<file path="config.mk">
export PLATFORM = sky130hd
export DESIGN_NAME = deque_with_remove_by_value
export DESIGN_NICKNAME = d
export VERILOG_FILES = /design/src/dqr_pkg.sv /design/src/dqr_cell.sv /design/src/deque_with_remove_by_value.sv
export SDC_FILE = /design/constraint.sdc
export NUM_CORES = 2
export LEC_CHECK = 0
export BUFFER_PORTS_ARGS = -buffer_cell sky130_fd_sc_hd__buf_4
export CAP_MARGIN = 20
export CORE_MARGIN = 4
export CORE_UTILIZATION = 58
export DETAILED_ROUTE_END_ITERATION = 8
export HOLD_SLACK_MARGIN = 0.12
export MAX_ROUTING_LAYER = met4
export PLACE_DENSITY_LB_ADDON = 0.3
export REMOVE_ABC_BUFFERS = 1
export SLEW_MARGIN = 20
export SYNTH_ARGS = -nofsm -noshare
export SYNTH_HDL_FRONTEND = slang
export SYNTH_SLANG_ARGS = --single-unit
</file>
<file path="constraint.sdc">
create_clock -name i_clk -period 4.8 [get_ports i_clk]
set_input_delay 0 -clock i_clk [delete_from_list [all_inputs] [get_ports i_clk]]
set_output_delay 0 -clock i_clk [all_outputs]
set_load 0.01 [all_outputs]
</file>
<file path="src/dqr_pkg.sv">
`timescale 1ns / 1ps
// ----------------------------------------------------------------------------
// dqr_pkg
// Shared types and codes for the deque with remove-by-value.
// ----------------------------------------------------------------------------
package dqr_pkg;

    localparam logic [2:0] OP_PUSH_L = 3'd0;
    localparam logic [2:0] OP_PUSH_R = 3'd1;
    localparam logic [2:0] OP_POP_L  = 3'd2;
    localparam logic [2:0] OP_POP_R  = 3'd3;
    localparam logic [2:0] OP_SEARCH = 3'd4;
    localparam logic [2:0] OP_REMOVE = 3'd5;

    localparam logic [1:0] ST_OK        = 2'd0;
    localparam logic [1:0] ST_EMPTY     = 2'd1;
    localparam logic [1:0] ST_NOT_FOUND = 2'd2;
    localparam logic [1:0] ST_FULL      = 2'd3;

    typedef struct packed {
        logic [2:0]         operation;
        logic signed [31:0] operand_value;
    } t_req;

    typedef struct packed {
        logic [1:0]         status;
        logic signed [31:0] result_value;
        logic [4:0]         entry_count;
    } t_rsp;

    typedef struct packed {
        logic shift_r;    // take left neighbor
        logic shift_l;    // take right neighbor
        logic remove;     // take right neighbor at and after first hit
        logic load_tail;  // load key at the free slot
    } t_cell_ctrl;

endpackage

</file>
<file path="src/dqr_cell.sv">
`timescale 1ns / 1ps
// ----------------------------------------------------------------------------
// dqr_cell
// One storage cell of the deque: holds an entry, compares it to the key and
// passes hit and tail-read chains on to its right neighbor.
// ----------------------------------------------------------------------------
module dqr_cell (
    input  logic                i_clk,
    input  dqr_pkg::t_cell_ctrl i_ctrl,
    input  logic [31:0]         i_left,
    input  logic [31:0]         i_right,
    input  logic [31:0]         i_key,
    input  logic                i_occ,
    input  logic                i_at_count,
    input  logic                i_is_last,
    input  logic                i_hit_before,
    input  logic [31:0]         i_tail_before,
    output logic [31:0]         o_data,
    output logic                o_hit_through,
    output logic [31:0]         o_tail_through
);
    import dqr_pkg::*;

    logic [31:0] r_data;
    logic [31:0] n_data;
    logic        w_hit;

    assign w_hit          = i_occ && (r_data == i_key);
    assign o_hit_through  = i_hit_before | w_hit;
    assign o_tail_through = i_tail_before | (r_data & {32{i_is_last}});
    assign o_data         = r_data;

    always_comb begin
        n_data = r_data;
        if (i_ctrl.shift_r) begin
            n_data = i_left;
        end else if (i_ctrl.shift_l || (i_ctrl.remove && o_hit_through)) begin
            n_data = i_right;
        end else if (i_ctrl.load_tail && i_at_count) begin
            n_data = i_key;
        end
    end

    always_ff @(posedge i_clk) begin
        r_data <= n_data;
    end

endmodule

</file>
<file path="src/deque_with_remove_by_value.sv">
`timescale 1ns / 1ps
// ----------------------------------------------------------------------------
// deque_with_remove_by_value
// Bounded double-ended queue of signed 32-bit values built as a row of cells,
// with push/pop at both ends, search, and remove of the leftmost match.
// ----------------------------------------------------------------------------
// Channel   Direction  Handshake             Payload
// request   in         start & !busy         i_req (operation, operand_value)
// result    out        o_strobe, one cycle   o_rsp (status, result_value,
//                                                   entry_count)
//
// Each request passes through an execute state in which all cells compare
// and shift together, then the result strobe. busy is high only during the
// execute state, so a new request is taken in the strobe cycle.
// Synchronous active-low reset empties the deque; entry contents are not
// reset. The receiver cannot stall results.
// ----------------------------------------------------------------------------
module deque_with_remove_by_value #(
    parameter int DEPTH = 16
) (
    input  logic          i_clk,
    input  logic          i_rst_n,
    input  logic          start,
    input  dqr_pkg::t_req i_req,
    output logic          busy,
    output logic          o_strobe,
    output dqr_pkg::t_rsp o_rsp
);
    import dqr_pkg::*;

    localparam int CW = $clog2(DEPTH + 1);

    typedef enum logic {
        S_IDLE,
        S_EXEC
    } t_state;

    t_state        r_state;
    t_req          r_req;
    logic [CW-1:0] r_count;
    logic [CW-1:0] n_count;
    logic          r_strobe;
    t_rsp          r_rsp;
    t_rsp          n_rsp;

    logic [31:0]   w_key;
    logic          w_full;
    logic          w_empty;
    logic          w_found;
    logic [31:0]   w_tail;
    t_cell_ctrl    w_ctrl;
    logic [CW+4:0] w_count_ext;

    logic [31:0]   w_data  [DEPTH];
    logic [DEPTH:0] w_hit_chain;
    logic [31:0]   w_tail_chain [DEPTH+1];

    assign w_key   = 32'(r_req.operand_value);
    assign w_full  = (r_count == CW'(DEPTH));
    assign w_empty = (r_count == '0);
    assign w_found = w_hit_chain[DEPTH];
    assign w_tail  = w_tail_chain[DEPTH];

    assign w_hit_chain[0]  = 1'b0;
    assign w_tail_chain[0] = '0;

    always_comb begin
        w_ctrl           = '0;
        if (r_state == S_EXEC) begin
            w_ctrl.shift_r   = (r_req.operation == OP_PUSH_L) && !w_full;
            w_ctrl.load_tail = (r_req.operation == OP_PUSH_R) && !w_full;
            w_ctrl.shift_l   = (r_req.operation == OP_POP_L) && !w_empty;
            w_ctrl.remove    = (r_req.operation == OP_REMOVE) && w_found;
        end
    end

    genvar gi;
    generate
        for (gi = 0; gi < DEPTH; gi++) begin : g_cell
            localparam logic [CW-1:0] IDX  = CW'(gi);
            localparam logic [CW-1:0] IDX1 = CW'(gi + 1);
            logic [31:0] w_left;
            logic [31:0] w_right;

            if (gi == 0) begin : g_first
                assign w_left = w_key;
            end else begin : g_mid
                assign w_left = w_data[gi-1];
            end
            if (gi == DEPTH - 1) begin : g_last
                assign w_right = '0;
            end else begin : g_inner
                assign w_right = w_data[gi+1];
            end

            dqr_cell u_cell (
                .i_clk          (i_clk),
                .i_ctrl         (w_ctrl),
                .i_left         (w_left),
                .i_right        (w_right),
                .i_key          (w_key),
                .i_occ          (r_count > IDX),
                .i_at_count     (r_count == IDX),
                .i_is_last      (r_count == IDX1),
                .i_hit_before   (w_hit_chain[gi]),
                .i_tail_before  (w_tail_chain[gi]),
                .o_data         (w_data[gi]),
                .o_hit_through  (w_hit_chain[gi+1]),
                .o_tail_through (w_tail_chain[gi+1])
            );
        end
    endgenerate

    always_comb begin
        n_count = r_count;
        n_rsp   = '0;
        case (r_req.operation)
            OP_PUSH_L, OP_PUSH_R: begin
                if (w_full) begin
                    n_rsp.status = ST_FULL;
                end else begin
                    n_count = r_count + 1'b1;
                end
            end
            OP_POP_L: begin
                if (w_empty) begin
                    n_rsp.status = ST_EMPTY;
                end else begin
                    n_rsp.result_value = w_data[0];
                    n_count            = r_count - 1'b1;
                end
            end
            OP_POP_R: begin
                if (w_empty) begin
                    n_rsp.status = ST_EMPTY;
                end else begin
                    n_rsp.result_value = w_tail;
                    n_count            = r_count - 1'b1;
                end
            end
            OP_SEARCH: begin
                if (w_found) begin
                    n_rsp.result_value = w_key;
                end else begin
                    n_rsp.status = ST_NOT_FOUND;
                end
            end
            OP_REMOVE: begin
                if (w_found) begin
                    n_rsp.result_value = w_key;
                    n_count            = r_count - 1'b1;
                end else begin
                    n_rsp.status = ST_NOT_FOUND;
                end
            end
            default: begin
            end
        endcase
        w_count_ext       = {5'b0, n_count};
        n_rsp.entry_count = w_count_ext[4:0];
    end

    always_ff @(posedge i_clk) begin
        if (!i_rst_n) begin
            r_state  <= S_IDLE;
            r_count  <= '0;
            r_strobe <= 1'b0;
        end else begin
            r_strobe <= 1'b0;
            case (r_state)
                S_IDLE: begin
                    if (start) begin
                        r_state <= S_EXEC;
                    end
                end
                S_EXEC: begin
                    r_count  <= n_count;
                    r_strobe <= 1'b1;
                    r_state  <= S_IDLE;
                end
                default: begin
                    r_state <= S_IDLE;
                end
            endcase
        end
    end

    always_ff @(posedge i_clk) begin
        if (r_state == S_IDLE && start) begin
            r_req <= i_req;
        end
        if (r_state == S_EXEC) begin
            r_rsp <= n_rsp;
        end
    end

    assign busy     = (r_state == S_EXEC);
    assign o_strobe = r_strobe;
    assign o_rsp    = r_rsp;

endmodule

</file>
; Yosys cells after proc, flatten, opt, wreduce, memory -nomap -nowiden
; Cells that the tools add are included.
[totals]
regBits = 593
[classes]
addsub = 2
order_cmp = 16
eq_ne = 37
mux = 64
n_bitwise = 47
n_reduce_logical = 92
[op_table]
columns = cell, n
row1 = 2-to-1 mux 32 bit, 51
row2 = bitwise AND 32 bit, 16
row3 = == test 32 bit, 16
row4 = bitwise OR 32 bit, 15
row5 = one-hot mux 32 bit (3 select lines), 1
row6 = logical AND 1 bit, 53
row7 = nonzero test 3 bit, 16
row8 = == test 5 x 4 -> 1 bit (second input constant), 8
row9 = > comparator 5 x 4 -> 1 bit (second input constant), 8
row10 = == test 5 x 3 -> 1 bit (second input constant), 4
row11 = > comparator 5 x 3 -> 1 bit (second input constant), 4
row12 = logical OR 1 bit, 16
row13 = 2-to-1 mux 5 bit, 3
row14 = bitwise OR 1 bit, 15
row15 = one-hot mux 5 bit (3 select lines), 1
row16 = == test 5 x 2 -> 1 bit (second input constant), 2
row17 = > comparator 5 x 1 -> 1 bit (second input constant), 2
row18 = > comparator 5 x 2 -> 1 bit (second input constant), 2
row19 = == test 3 x 2 -> 1 bit (second input constant), 2
row20 = == test 3 bit (second input constant), 2
row21 = one-hot mux 2 bit (3 select lines), 1
row22 = OR reduction 2 bit, 3
row23 = adder 5 x 1 -> 5 bit (second input constant), 1
row24 = == test 5 x 1 -> 1 bit (second input constant), 1
row25 = other kinds (11), 15

; Logic depth before layout (Yosys ltp)
[depth]
word_depth = 23
depth_mapped = 16
mapped_depth_nobuf = 12

; Hierarchy
; From an unflattened synthesis, not the netlist that was laid out.
[hier_totals]
hier_cells = 4776
hier_area_um2 = 44182.4
[modules_own_cells]
columns = mod, instances, cells_per_inst, area_per_inst_um2, seq_area_each_um2
row1 = dqr_cell, 16, 276, 2503.7, 960.9
row2 = deque_with_remove_by_value, 1, 360, 4124.0, 2362.3

; Worst setup path before layout
; No wires, ideal clock.
[synth_path]
path_type = reg2reg
start = reg r_state (netlist: busy)
end = reg g_cell[13].u_cell.r_data[0], enable pin
t_arrival_ps = 4863
t_required_ps = 4334
setup_slack_ps = -529
path_stages_with_launch = 6
path_buffers = 1
path_cell_list = dfxtp_1 > inv_1 > nor3_1 > nand2_1 > clkbuf_1 > o21ai_0
[synth_via]
elab_chain_len = 4
word_cells_on_any_way = 5
cone_classes = 1 x mux / 4 x reduce/logical
[synth_rtl]
columns = item, line
row1 = from (decl), deque_with_remove_by_value.sv:38  ; t_state r_state;
row2 = from (signal assigned), deque_with_remove_by_value.sv:165  ; r_state <= S_IDLE;
row3 = from (signal assigned), deque_with_remove_by_value.sv:173  ; r_state <= S_EXEC;
row4 = from (signal assigned), deque_with_remove_by_value.sv:179  ; r_state <= S_IDLE;
row5 = 2-to-1 mux 4 bit (*), deque_with_remove_by_value.sv:69  ; if (r_state == S_EXEC) begin
row6 = logical AND 1 bit, dqr_cell.sv:37  ; end else if (i_ctrl.shift_l || (i_ctrl.remove && o_hit_through)) begin
row7 = logical OR 1 bit, dqr_cell.sv:37
row8 = nonzero test 3 bit (no line) (*), --
row9 = to (signal assigned), dqr_cell.sv:45  ; r_data <= n_data;
row10 = to (decl), dqr_cell.sv:24  ; logic [31:0] r_data;
; Mark *: on every way between the ends. The rest lies on a longest branch, timed or not.
; A chain may end at the register's enable or synchronous reset.

; Final worst setup path
[layout_path]
start = reg r_count[4]
end = reg g_cell[15].u_cell.r_data[15], enable pin
[layout_via]
elab_chain_len = 22
word_cells_on_any_way = 61
cone_classes = 16 x order compare / 2 x eq/ne / 1 x mux / 15 x bitwise / 27 x reduce/logical
[layout_rtl]
columns = item, line
row1 = from (decl), deque_with_remove_by_value.sv:40  ; logic [CW-1:0] r_count;
row2 = from (signal assigned), deque_with_remove_by_value.sv:177  ; r_count <= n_count;
row3 = > comparator 5 x 1 -> 1 bit, deque_with_remove_by_value.sv:102  ; .i_occ (r_count > IDX),
row4 = logical AND 1 bit, dqr_cell.sv:28  ; assign w_hit = i_occ && (r_data == i_key);
row5 = bitwise OR 1 bit (15 in series), dqr_cell.sv:29  ; assign o_hit_through = i_hit_before | w_hit;
row6 = logical AND 1 bit, deque_with_remove_by_value.sv:73  ; w_ctrl.remove = (r_req.operation == OP_REMOVE) && w_found;
row7 = 2-to-1 mux 4 bit, deque_with_remove_by_value.sv:69
row8 = logical AND 1 bit, dqr_cell.sv:37
row9 = logical OR 1 bit, dqr_cell.sv:37
row10 = nonzero test 3 bit (no line) (*), --
row11 = to (signal assigned), dqr_cell.sv:45
row12 = to (decl), dqr_cell.sv:24
; Marks and branches as above.

==> results.md <==
- Synth async-reset ratio: 0%
- Cells on Worst Hold Path: 3
- Setup bufs post-CTS: 0
- GRT Overall Usage: 47.1%
- Fin crit period: 4.73 ns
- Hold Crit Start: start
- Slew @ Worst Pin: 1.27 ns
- Via density: 7.26
- Pwr dens: 292 mW/mm2
- Dpl ws: 0.332 ns
- Area growth from synthesis to layout: 14.1%
- Worst EP arrival: 5.04 ns
- Hold Path End: r_req[33]
- Die X: 265 um
- Max clock buf depth: 3
- Synth Area in Simple Gates: 12.2%
- Core area: 0.0648 mm2
- Mapped Area: 0.0382 mm2
- Reg2reg path depth: 11
- DR DRC count: 0
- Dpl hpwl: 120000 um
- Fin cells: 4756
- Worst reg2reg startpoint: r_count[4]
- CTS tree: built
- DRT antenna net count: 0
- Routed wire per std cell: 35.1 um
- Die ar.: 0.0701 mm2
- Number of cell rows: 93
- Design Power: 12.7 mW
- Metal2 WL: 65900 um
- Top Ports: 79
- Avg Cell Area, Syn: 10.1 um2
- Outcome: finished clean
- CP Max Fanout: 33
- Max Used Layer: met4
- Hold Path Class: input pin to flop
- Ys flop type: edfxtp_1
- CP Launch Type: flop
- Fin crit share: 98.5%
- FMAX: 212 MHz
- Final instance area: 0.0437 mm2
- Post-Synth XOR/XNOR Area: 11.8%
- Nets: 3893
- Clock Pin Slew Worst Setup and Hold Paths: 0.06 ns
- Critical R2R Capture: g_cell[15].u_cell.o_data[15]
- Synth Area in Adders: 0.327%
- Crit path buffers/inverters: 4
- Synth Register Bits: 593
- I/O Buffers: 78
- Kind of critical path: flop to flop
- Register-to-Register Setup Slack: 0.07 ns
- Pins Over Slew Limit: 0
- Placed instance area: 0.0407 mm2
- Num CTS Buffers: 69
- Leak: 15.6 nW
- Synth top area cells: edfxtp_1, mux2i_1, xor2_1
- First-pass GRT wire length: 233000 um
- Critical path depth: 11
- Final worst setup slack: 0.0738 ns
- Crit-path cells: inv_2 -> a2111oi_0 -> nand4b_1 -> nor4_1 -> nor4_1 -> nor3b_4 -> buf_4 -> a31oi_4 -> buf_4 -> o21bai_4 -> buf_12
- Synth Area in Compound Gates: 14.6%
- CP peak stage delay: 0.80 ns
- Grt ovf: 0
- Fillers: 5065
- Max stage delay cell, worst path: dfxtp_1
- H-tree lvl count: 3
- Met1 WL: 58600 um
- Main combinational cell family by area after synthesis: compound AO/OA/AOI/OAI gates
- Clock Latency Late Sink: 0.64 ns
- # Max-Cap Violations: 0
- Hold slack: 0.126 ns
- Post-Place Cells: 4558
- Synthesized instance count: 3783
- Share of the synthesized area in the top cell type: 46.0%
- Initial antenna violation count: 5
- Crit. End Element: flop
- Die Span Y: 265 um
- Final hold vios: 0
- Post-synthesis mux area share: 10.6%
- Initial DRC count: 7102
- Netlist cell types: 71
- Family with the most delay on the worst path: simple AND/OR/NAND/NOR gates
- Pin count of the biggest net entering global routing: 124
- Worst rel slew slack: 15.6%
- Vias in the first global route: 31517
- # setup viols final: 0
- Worst Skew: 0.0271 ns
- Warnings, synthesis: 0
- Critical Path RT: 5.11 ns
- RSZ-0062 raised after global routing: false
- Clk Tree Root Cell: clkbuf_16
- Total wire length: 167000 um
- Routed vias: 34546
- Share of layout cells above drive strength 1: 11.4%
- Initial Utilization: 59.0%
- Register area share after synthesis: 46.4%
- Yosys top cell by area: edfxtp_1
- Number of synthesized flops with an enable pin: 586
- Met3 WL: 27700 um
- Final GP Congestion: 1.11
- VDD IR max: 0.000319 V
- DR pass1 iterations: 7
- Total clock sinks: 593
[power by group]
part	total [mW]	leakage, nW	internal (mW)	switching (mW)
logic	1.44	9.11	0.533	0.908
registers	5.97	5.38	5.82	0.153
clock network	5.33	1.08	3.06	2.27
[per-layer routing]
metal	up-vias	global-route usage [%]
met2	3538	62.0
met4	0	30.4
li1	14101	-
met3	641	16.1
met5	-	-
met1	16266	61.6
[cell families after synthesis]
family / Yosys count
compound gates: 850
xor+xnor: 514
fa+ha+maj: 10
buf+inv: 351
flops: 593
mux: 402
simple gates: 1063
[flip-flops by register name, indices dropped and copies added (netlist names)]
signal                flops
g_cell.u_cell.o_data    512
r_req                     3
g_cell.w_left            32
r_count                   5
o_rsp                    39
busy                      1
o_strobe                  1
[worst register-to-register path, delay by kind of cell, from the launching register on]
family / cells / cell delay, ns
simple gates: 4 / 1.25
compound gates: 3 / 1.20
buf+inv: 4 / 1.14
flops: 1 / 0.80
[worst max path at each step]
stage	start	to
after floorplan	busy	g_cell[0].u_cell.o_data[0]
after global placement	r_count[4]	g_cell[15].u_cell.o_data[26]
after detailed placement	r_count[4]	g_cell[15].u_cell.o_data[2]
after CTS	r_count[4]	g_cell[15].u_cell.o_data[29]
after global routing	g_cell[0].w_left[12]	g_cell[15].u_cell.o_data[29]
final	r_count[4]	g_cell[15].u_cell.o_data[15]
[repair_timing]
item,CTS,global route
hold buffers,70,0
endpoints found under the hold margin,42,0
gates resized for setup,0,0
[synthesized netlist by cell type, types with 4 or more instances]
cell type,n
edfxtp_1,586
nand3_1,39
buf_4,17
a21boi_1,16
o21ai_0,262
nor2_1,237
nor2b_1,4
a222oi_1,16
dfxtp_1,7
buf_6,9
inv_1,9
xnor2_1,202
ha_1,10
mux2_2,32
o22ai_1,4
o221ai_1,31
a21boi_0,15
and2_1,6
o21bai_1,5
clkbuf_1,214
a221oi_1,58
nor4_1,84
buf_2,86
mux2i_1,370
buf_1,15
xor2_1,312
and3_1,5
a21oi_1,175
nand2_1,552
a22oi_1,129
o211ai_1,67
nor3_1,21
a22o_1,7
o31ai_1,5
nand4_1,88
a221o_1,33
[per-stage QoR]
stage / utilization [%] / setup TNS [ns]
after global placement: 62.8 / 0
final: 67.3 / 0
after floorplan: - / -6089.67
after detailed placement: 62.8 / 0
after global routing: 67.3 / 0
after CTS: 67.3 / 0
[final cells by class]
class / count / area [um2] / area share, %
clock inverters: 31 / 274 / 0.628
multi-input cells: 2839 / 19200 / 44.1
flip-flops and latches: 593 / 17700 / 40.6
repair buffers: 332 / 3340 / 7.65
diodes: 5 / 12.5 / 0.0287
clock buffers: 91 / 1940 / 4.43
well taps: 855 / 1070 / 2.45
inverters: 10 / 37.5 / 0.0860
[cell usage in the layout (no fill, tap or decap), types with 10 or more instances in the layout]
| master | count |
|---|---|
| nand3_1 | 38 |
| a22oi_1 | 129 |
| o21ai_0 | 257 |
| xnor2_1 | 202 |
| nor2_1 | 232 |
| a222oi_1 | 16 |
| buf_12 | 52 |
| nand2_1 | 550 |
| mux2_2 | 32 |
| o211ai_1 | 67 |
| a21oi_1 | 173 |
| nand4_1 | 88 |
| a221o_1 | 33 |
| clkbuf_1 | 15 |
| dlygate4sd3_1 | 70 |
| edfxtp_1 | 586 |
| xor2_1 | 312 |
| a221oi_1 | 58 |
| clkbuf_16 | 74 |
| o221ai_1 | 31 |
| buf_4 | 209 |
| nor4_1 | 82 |
| a21boi_1 | 16 |
| nor3_1 | 19 |
| clkinv_2 | 10 |
| clkinv_1 | 12 |
| a21boi_0 | 15 |
| mux2i_1 | 370 |
No activity file was read; power rests on OpenSTA's default activity.
